--- config.mk ---
export PLATFORM = sky130hd
export DESIGN_NAME = dfc_frame_track
export DESIGN_NICKNAME = d
export VERILOG_FILES = /design/src/rtl/core/dfc_pkg.sv /design/src/rtl/core/dfc_frame_track.sv
export SDC_FILE = /design/constraint.sdc
export NUM_CORES = 1
export LEC_CHECK = 0
export ABC_AREA = 1
export BUFFER_PORTS_ARGS = -buffer_cell sky130_fd_sc_hd__buf_2
export CORE_MARGIN = 2
export CORE_UTILIZATION = 25
export CTS_CLUSTER_SIZE = 25
export DETAILED_ROUTE_END_ITERATION = 8
export GPL_TIMING_DRIVEN = 0
export PLACE_DENSITY = 0.53
export SYNTH_ARGS = -nofsm -noshare
export SYNTH_HDL_FRONTEND = slang
export SYNTH_SLANG_ARGS = --single-unit
--- constraint.sdc ---
create_clock -name aclk -period 6.1 [get_ports aclk]
set_input_delay 1.22 -clock aclk [delete_from_list [all_inputs] [get_ports aclk]]
set_output_delay 1.22 -clock aclk [all_outputs]
set_load 0.02 [all_outputs]
--- src/rtl/core/dfc_pkg.sv ---
// Shared types and constants for the delimited frame checker.
`default_nettype none

package dfc_pkg;

    localparam int BYTE_W       = 8;
    localparam int CFG_ADDR_W   = 2;
    localparam int ACCOUNT_W    = 48;
    localparam int LEN_OUT_W    = 11;
    localparam int META_SIZE_W  = 7;
    localparam int DECL_W       = 14;

    // Configuration register indexes
    localparam logic [CFG_ADDR_W-1:0] CFG_HEAD  = 2'd0;
    localparam logic [CFG_ADDR_W-1:0] CFG_SPLIT = 2'd1;
    localparam logic [CFG_ADDR_W-1:0] CFG_TAIL  = 2'd2;

    localparam logic [BYTE_W-1:0] HEAD_RESET  = 8'd3;
    localparam logic [BYTE_W-1:0] SPLIT_RESET = 8'd5;
    localparam logic [BYTE_W-1:0] TAIL_RESET  = 8'd2;

    localparam logic [BYTE_W-1:0] ASCII_ZERO = 8'h30;
    localparam logic [BYTE_W-1:0] ASCII_NINE = 8'h39;

    // Metadata layout: two size digits, event at 3, account 4..9, length digits from 10
    localparam int META_DIGITS    = 2;
    localparam int EVENT_OFFSET   = 3;
    localparam int ACCOUNT_OFFSET = 4;
    localparam int ACCOUNT_BYTES  = 6;
    localparam int LENGTH_OFFSET  = 10;

    localparam logic [2:0]        DELIM_SAT = 3'd7;
    localparam logic [2:0]        DELIM_OK  = 3'd3;
    localparam logic [DECL_W-1:0] DECL_SAT  = 14'd16383;

    typedef enum logic [2:0] {
        VERDICT_OK            = 3'd0,
        VERDICT_DELIM_COUNT   = 3'd1,
        VERDICT_META_DIGIT    = 3'd2,
        VERDICT_META_LENGTH   = 3'd3,
        VERDICT_META_SHORT    = 3'd4,
        VERDICT_LENGTH_DIGIT  = 3'd5,
        VERDICT_PAYLOAD_LEN   = 3'd6
    } verdict_t;

    typedef struct packed {
        logic [BYTE_W-1:0] in_byte;
        logic              buffer_end;
    } dfc_in_t;

    typedef struct packed {
        verdict_t             verdict;
        logic [BYTE_W-1:0]    event_byte;
        logic [ACCOUNT_W-1:0] account_bytes;
        logic [LEN_OUT_W-1:0] payload_length;
    } dfc_out_t;

    typedef struct packed {
        logic [BYTE_W-1:0] head;
        logic [BYTE_W-1:0] split;
        logic [BYTE_W-1:0] tail;
    } dfc_delims_t;

endpackage

`default_nettype wire

--- src/rtl/core/dfc_frame_track.sv ---
// Per-frame state: delimiter and section counters, digit accumulators, verdict logic.
`default_nettype none

module dfc_frame_track
    import dfc_pkg::*;
#(
    parameter int PAYLOAD_MAX = 2047,
    parameter int META_MAX    = 99
) (
    input  wire logic        aclk,
    input  wire logic        aresetn,
    input  wire logic        step,
    input  wire dfc_in_t     item,
    input  wire dfc_delims_t delims,
    output dfc_out_t         result
);

    localparam int MC_W  = $clog2(META_MAX + 2);
    localparam int DC_W  = $clog2(PAYLOAD_MAX + 2);
    localparam int CMP_W = (DC_W > DECL_W) ? DC_W : DECL_W;

    logic [2:0]             delim_cnt_reg,  delim_cnt_next;
    logic [MC_W-1:0]        meta_cnt_reg,   meta_cnt_next;
    logic [DC_W-1:0]        data_cnt_reg,   data_cnt_next;
    logic [META_SIZE_W-1:0] meta_size_reg,  meta_size_next;
    logic [DECL_W-1:0]      decl_size_reg,  decl_size_next;
    logic [1:0]             dig_err_reg,    dig_err_next;
    logic [BYTE_W-1:0]      event_reg,      event_next;
    logic [ACCOUNT_W-1:0]   account_reg,    account_next;

    logic               is_delim;
    logic               is_digit;
    logic [3:0]         digit_val;
    logic [10:0]        meta_size_mul;
    logic [DECL_W+3:0]  decl_mul;
    logic [DC_W-1:0]    len_sat;
    verdict_t           verdict;

    assign is_delim  = (item.in_byte == delims.head) || (item.in_byte == delims.split)
                       || (item.in_byte == delims.tail);
    assign is_digit  = item.in_byte inside {[ASCII_ZERO:ASCII_NINE]};
    assign digit_val = item.in_byte[3:0];

    // times ten as shift-and-add, then add the digit
    assign meta_size_mul = {1'b0, meta_size_reg, 3'b000} + {3'b000, meta_size_reg, 1'b0}
                           + {7'd0, digit_val};
    assign decl_mul      = {1'b0, decl_size_reg, 3'b000} + {3'b000, decl_size_reg, 1'b0}
                           + {14'd0, digit_val};

    always_comb begin
        delim_cnt_next = delim_cnt_reg;
        meta_cnt_next  = meta_cnt_reg;
        data_cnt_next  = data_cnt_reg;
        meta_size_next = meta_size_reg;
        decl_size_next = decl_size_reg;
        dig_err_next   = dig_err_reg;
        event_next     = event_reg;
        account_next   = account_reg;

        if (is_delim) begin
            if (delim_cnt_reg != DELIM_SAT) begin
                delim_cnt_next = delim_cnt_reg + 3'd1;
            end
        end else if (delim_cnt_reg == 3'd1) begin
            if (meta_cnt_reg < MC_W'(META_DIGITS)) begin
                if (is_digit) begin
                    meta_size_next = meta_size_mul[META_SIZE_W-1:0];
                end else begin
                    dig_err_next[0] = 1'b1;
                end
            end else if (meta_cnt_reg == MC_W'(EVENT_OFFSET)) begin
                event_next = item.in_byte;
            end else if (meta_cnt_reg >= MC_W'(ACCOUNT_OFFSET)
                         && meta_cnt_reg < MC_W'(ACCOUNT_OFFSET + ACCOUNT_BYTES)) begin
                account_next = {account_reg[ACCOUNT_W-BYTE_W-1:0], item.in_byte};
            end else if (meta_cnt_reg >= MC_W'(LENGTH_OFFSET)) begin
                if (is_digit) begin
                    decl_size_next = (decl_mul > (DECL_W+4)'(DECL_SAT)) ? DECL_SAT
                                     : decl_mul[DECL_W-1:0];
                end else begin
                    dig_err_next[1] = 1'b1;
                end
            end
            if (meta_cnt_reg < MC_W'(META_MAX + 1)) begin
                meta_cnt_next = meta_cnt_reg + MC_W'(1);
            end
        end else if (delim_cnt_reg == 3'd2) begin
            if (data_cnt_reg < DC_W'(PAYLOAD_MAX + 1)) begin
                data_cnt_next = data_cnt_reg + DC_W'(1);
            end
        end
    end

    // Verdict from the state that includes the current byte; first failing check wins
    always_comb begin
        if (delim_cnt_next != DELIM_OK) begin
            verdict = VERDICT_DELIM_COUNT;
        end else if (meta_cnt_next < MC_W'(META_DIGITS) || dig_err_next[0]) begin
            verdict = VERDICT_META_DIGIT;
        end else if (meta_cnt_next > MC_W'(META_MAX)
                     || 8'(meta_size_next) != 8'(meta_cnt_next)) begin
            verdict = VERDICT_META_LENGTH;
        end else if (meta_cnt_next <= MC_W'(LENGTH_OFFSET)) begin
            verdict = VERDICT_META_SHORT;
        end else if (dig_err_next[1]) begin
            verdict = VERDICT_LENGTH_DIGIT;
        end else if (data_cnt_next > DC_W'(PAYLOAD_MAX)
                     || CMP_W'(decl_size_next) != CMP_W'(data_cnt_next)) begin
            verdict = VERDICT_PAYLOAD_LEN;
        end else begin
            verdict = VERDICT_OK;
        end
    end

    assign len_sat = (data_cnt_next > DC_W'(PAYLOAD_MAX)) ? DC_W'(PAYLOAD_MAX) : data_cnt_next;

    assign result = '{verdict:        verdict,
                      event_byte:     event_next,
                      account_bytes:  account_next,
                      payload_length: LEN_OUT_W'(len_sat)};

    always_ff @(posedge aclk) begin
        if (!aresetn) begin
            delim_cnt_reg <= '0;
            meta_cnt_reg  <= '0;
            data_cnt_reg  <= '0;
            meta_size_reg <= '0;
            decl_size_reg <= '0;
            dig_err_reg   <= '0;
            event_reg     <= '0;
            account_reg   <= '0;
        end else if (step) begin
            if (item.buffer_end) begin
                delim_cnt_reg <= '0;
                meta_cnt_reg  <= '0;
                data_cnt_reg  <= '0;
                meta_size_reg <= '0;
                decl_size_reg <= '0;
                dig_err_reg   <= '0;
                event_reg     <= '0;
                account_reg   <= '0;
            end else begin
                delim_cnt_reg <= delim_cnt_next;
                meta_cnt_reg  <= meta_cnt_next;
                data_cnt_reg  <= data_cnt_next;
                meta_size_reg <= meta_size_next;
                decl_size_reg <= decl_size_next;
                dig_err_reg   <= dig_err_next;
                event_reg     <= event_next;
                account_reg   <= account_next;
            end
        end
    end

endmodule

`default_nettype wire

==> impl_metrics.tcl <==
set metrics [dict create \
    synthXorXnorAreaFrac_pct 3.47 \
    syn_to_final_growth_pct 16.8 \
    h-tree-depth 3 \
    clk_pin_slew_worst_paths_ns 0.07 \
    cts-root-buf "clkbuf_16" \
    fin_tns_setup_ns 0 \
    cp_max_fo 10 \
    insertedDiodeCount 0 \
    drc_errors 0 \
    synth_cell_types 45 \
    grt_pass1_wl_um 39200 \
    synth_ff_type "dfxtp_1" \
    synth_mux_area_share_pct 4.96 \
    die_y_um 184 \
    maxSlewViolCount 0 \
    final_cell_mix "nand2_1, inv_1, a21oi_1, buf_2, dfxtp_1" \
    fin_cells 1828 \
    ys_async_sr_fraction_pct 0 \
    num_rows 65 \
    synth.largest_area_cell "dfxtp_1" \
    synth.area.top_cells "dfxtp_1, nand2_1, inv_1" \
    rsz0062_at_grt "no" \
    worst_pin_slew_ns 0.735 \
    grt_pass1_vias 7516 \
    syn_area_um2 8070 \
    cts_tree "yes" \
    dieArea_um2 33700 \
    grt_max_degree 17 \
    synth-edff-count 0 \
    finalWorstSetupSlack_ns 0.258 \
    synth_top_family_by_area "simple AND/OR/NAND/NOR gates" \
    power.density_nw_per_um2 146 \
    fin_nets 1502 \
    syn_nets 1384 \
    vias 8117 \
    worstSetupPathType "in2out" \
    layout_commonest_cell "nand2_1" \
    cp.required_ns 4.88 \
    cts_hold_buf 0 \
    overflow 0 \
    drt-pass1-iter-count 5 \
    maxCapViolCount 0 \
    holdPathStages 2 \
    post-place-cells 1811 \
    slew_headroom_pct 51.0 \
    grt_antenna_before_repair 0 \
    finalHoldViolCount 0 \
    numCtsBuffers 9 \
    port-buffer-count 105 \
    wl_um 24700 \
    status "completed" \
    arrival_ns 4.62 \
    ys_ff_latch 101 \
    clk_latency_ns 0.37 \
    synthSimpleGateAreaFrac_pct 34.7 \
    setup_viol 0 \
    endpoint_kind "primary output" \
    cts.sinks 101 \
    place_hpwl_um 19800 \
    initial_core_util_pct 25.5 \
    largest_reg_flops 48 \
    detail-route-antenna-nets 0 \
    ioPinCount 106 \
    drive_above_1_share_pct 14.8 \
    place_congestion 0.855 \
    clockBufferDepth 2 \
    seq_area_frac_synth_pct 25.1 \
    ir_drop_uv 108 \
    leakage_nw 5.21 \
    fin_crit_sh_pct 95.8 \
    rrSetupSlack_ns 3.12 \
    syn_avg_cell_area_um2 6.19 \
    synthAdderAreaFrac_pct 7.20 \
    min_period_ns 5.84 \
    synth_compound_area_share_pct 11.9 \
    die-width_um 184 \
    worstRegToRegCells 18 \
    pre_cts_slack_ns 0.0405 \
    final_core_util_pct 29.8 \
    via_per_inst 4.44 \
    synth_cells 1304 \
    yosys.area.top_type_share_pct 25.1 \
    track_usage_pct 14.7 \
    core-area_um2 31600 \
    yosys_warnings 0 \
    initialDrtViolationCount 487 \
    finalClockSkew_ns 0.0111 \
    hp-class "reg2reg" \
    critPathLaunchType "primary input" \
    fmax_mhz 171 \
    routedWlPerCell_um 13.5 \
]
==> final cells by class <==
class / count / area (um2)
fill: 3500 / 22200
buffer: 54 / 295
tap: 402 / 503
sequential: 101 / 2020
timing repair buffer: 107 / 543
inverter: 193 / 727
clock buffer: 11 / 253
clock inverter: 4 / 31.3
multi-input combinational: 956 / 5050
==> synth_stat cells, types with 2 or more instances <==
library cell and count:
a211oi_1 5, a21oi_1 121, a31oi_1 4, buf_2 8, buf_4 3, buf_6 8, clkbuf_1 34, dfxtp_1 101
fa_1 4, ha_1 40, inv_1 171, inv_2 22, mux2i_1 40, nand2_1 481, nand2_2 8, nand3_1 79
nand3_2 3, nand4_1 4, nor2_1 58, nor2_2 7, nor2_4 6, nor3_1 7, o21a_1 8, o21ai_0 21
o21ai_1 5, o21ai_2 6, or2_2 2, xnor2_1 18, xor2_1 14
==> per-layer routing <==
metal  share of wire, %  wire, um  global-route usage (%)
met3                4.7      1150                    2.32
met4                2.9       709                    5.95
met1                 48     11900                    19.7
met5                  0         0                       0
met2                 44     10900                    23.4
==> where the power goes <==
| part | internal, mW | total [mW] | leakage (nW) | switching [mW] |
|---|---|---|---|---|
| registers | 0.659 | 0.660 | 0.813 | 0.000828 |
| clock network | 0.300 | 0.572 | 0.142 | 0.272 |
| logic | 0.0419 | 0.141 | 4.26 | 0.0994 |
| total | 1.00 | 1.37 | 5.21 | 0.372 |
==> worst max-delay path, cell delays in order <==
cell and delay, ns:
clkbuf_4 0.17, inv_4 0.09, fa_1 0.54, inv_1 0.07, fa_1 0.45, nand2_2 0.12, nand2_1 0.06, nand3_1 0.07
nand2_1 0.11, nand2_1 0.11, nand2_1 0.06, nand2_1 0.06, nand3_1 0.10, nor2_4 0.17, buf_6 0.17, nand3_1 0.13
nand2_1 0.10, nand2_1 0.05, nand2_1 0.05, nor2_1 0.04, nand2_1 0.10, nor2_2 0.05, nand2_1 0.05, nand2_1 0.06
a21oi_2 0.21, buf_2 0.21
==> timing repair <==
item	in CTS	in global routing
endpoints found under the setup margin	0	2
gates resized for setup	0	8
setup buffers	0	2
==> final timing paths <==
kind                    startpoint                 to
setup / recovery           item[4]         result[68]
hold / removal     account_reg[45]    account_reg[45]
setup reg to reg  decl_size_reg[0]  decl_size_reg[10]
hold reg to reg    account_reg[45]    account_reg[45]
==> logic make-up (layout without fill, tap and decap cells) <==
group / after synthesis / after routing
fa+ha+maj: 44 / 44
simple gates: 665 / 665
flops: 101 / 101
mux: 40 / 40
xor+xnor: 32 / 32
compound gates: 175 / 175
buf+inv: 247 / 369
==> stage by stage <==
stage,hold WS (ns),cell area (um2),power (mW)
6_report,0.468,9420,1.37
5_1_grt,0.492,9420,1.43
4_1_cts,0.469,9380,1.39
3_5_place_dp,0.458,9100,0.817
3_3_place_gp,0.452,9100,0.817
2_1_floorplan,0.445,8070,0.764
Note: power is estimated with default switching activity, not from simulation.
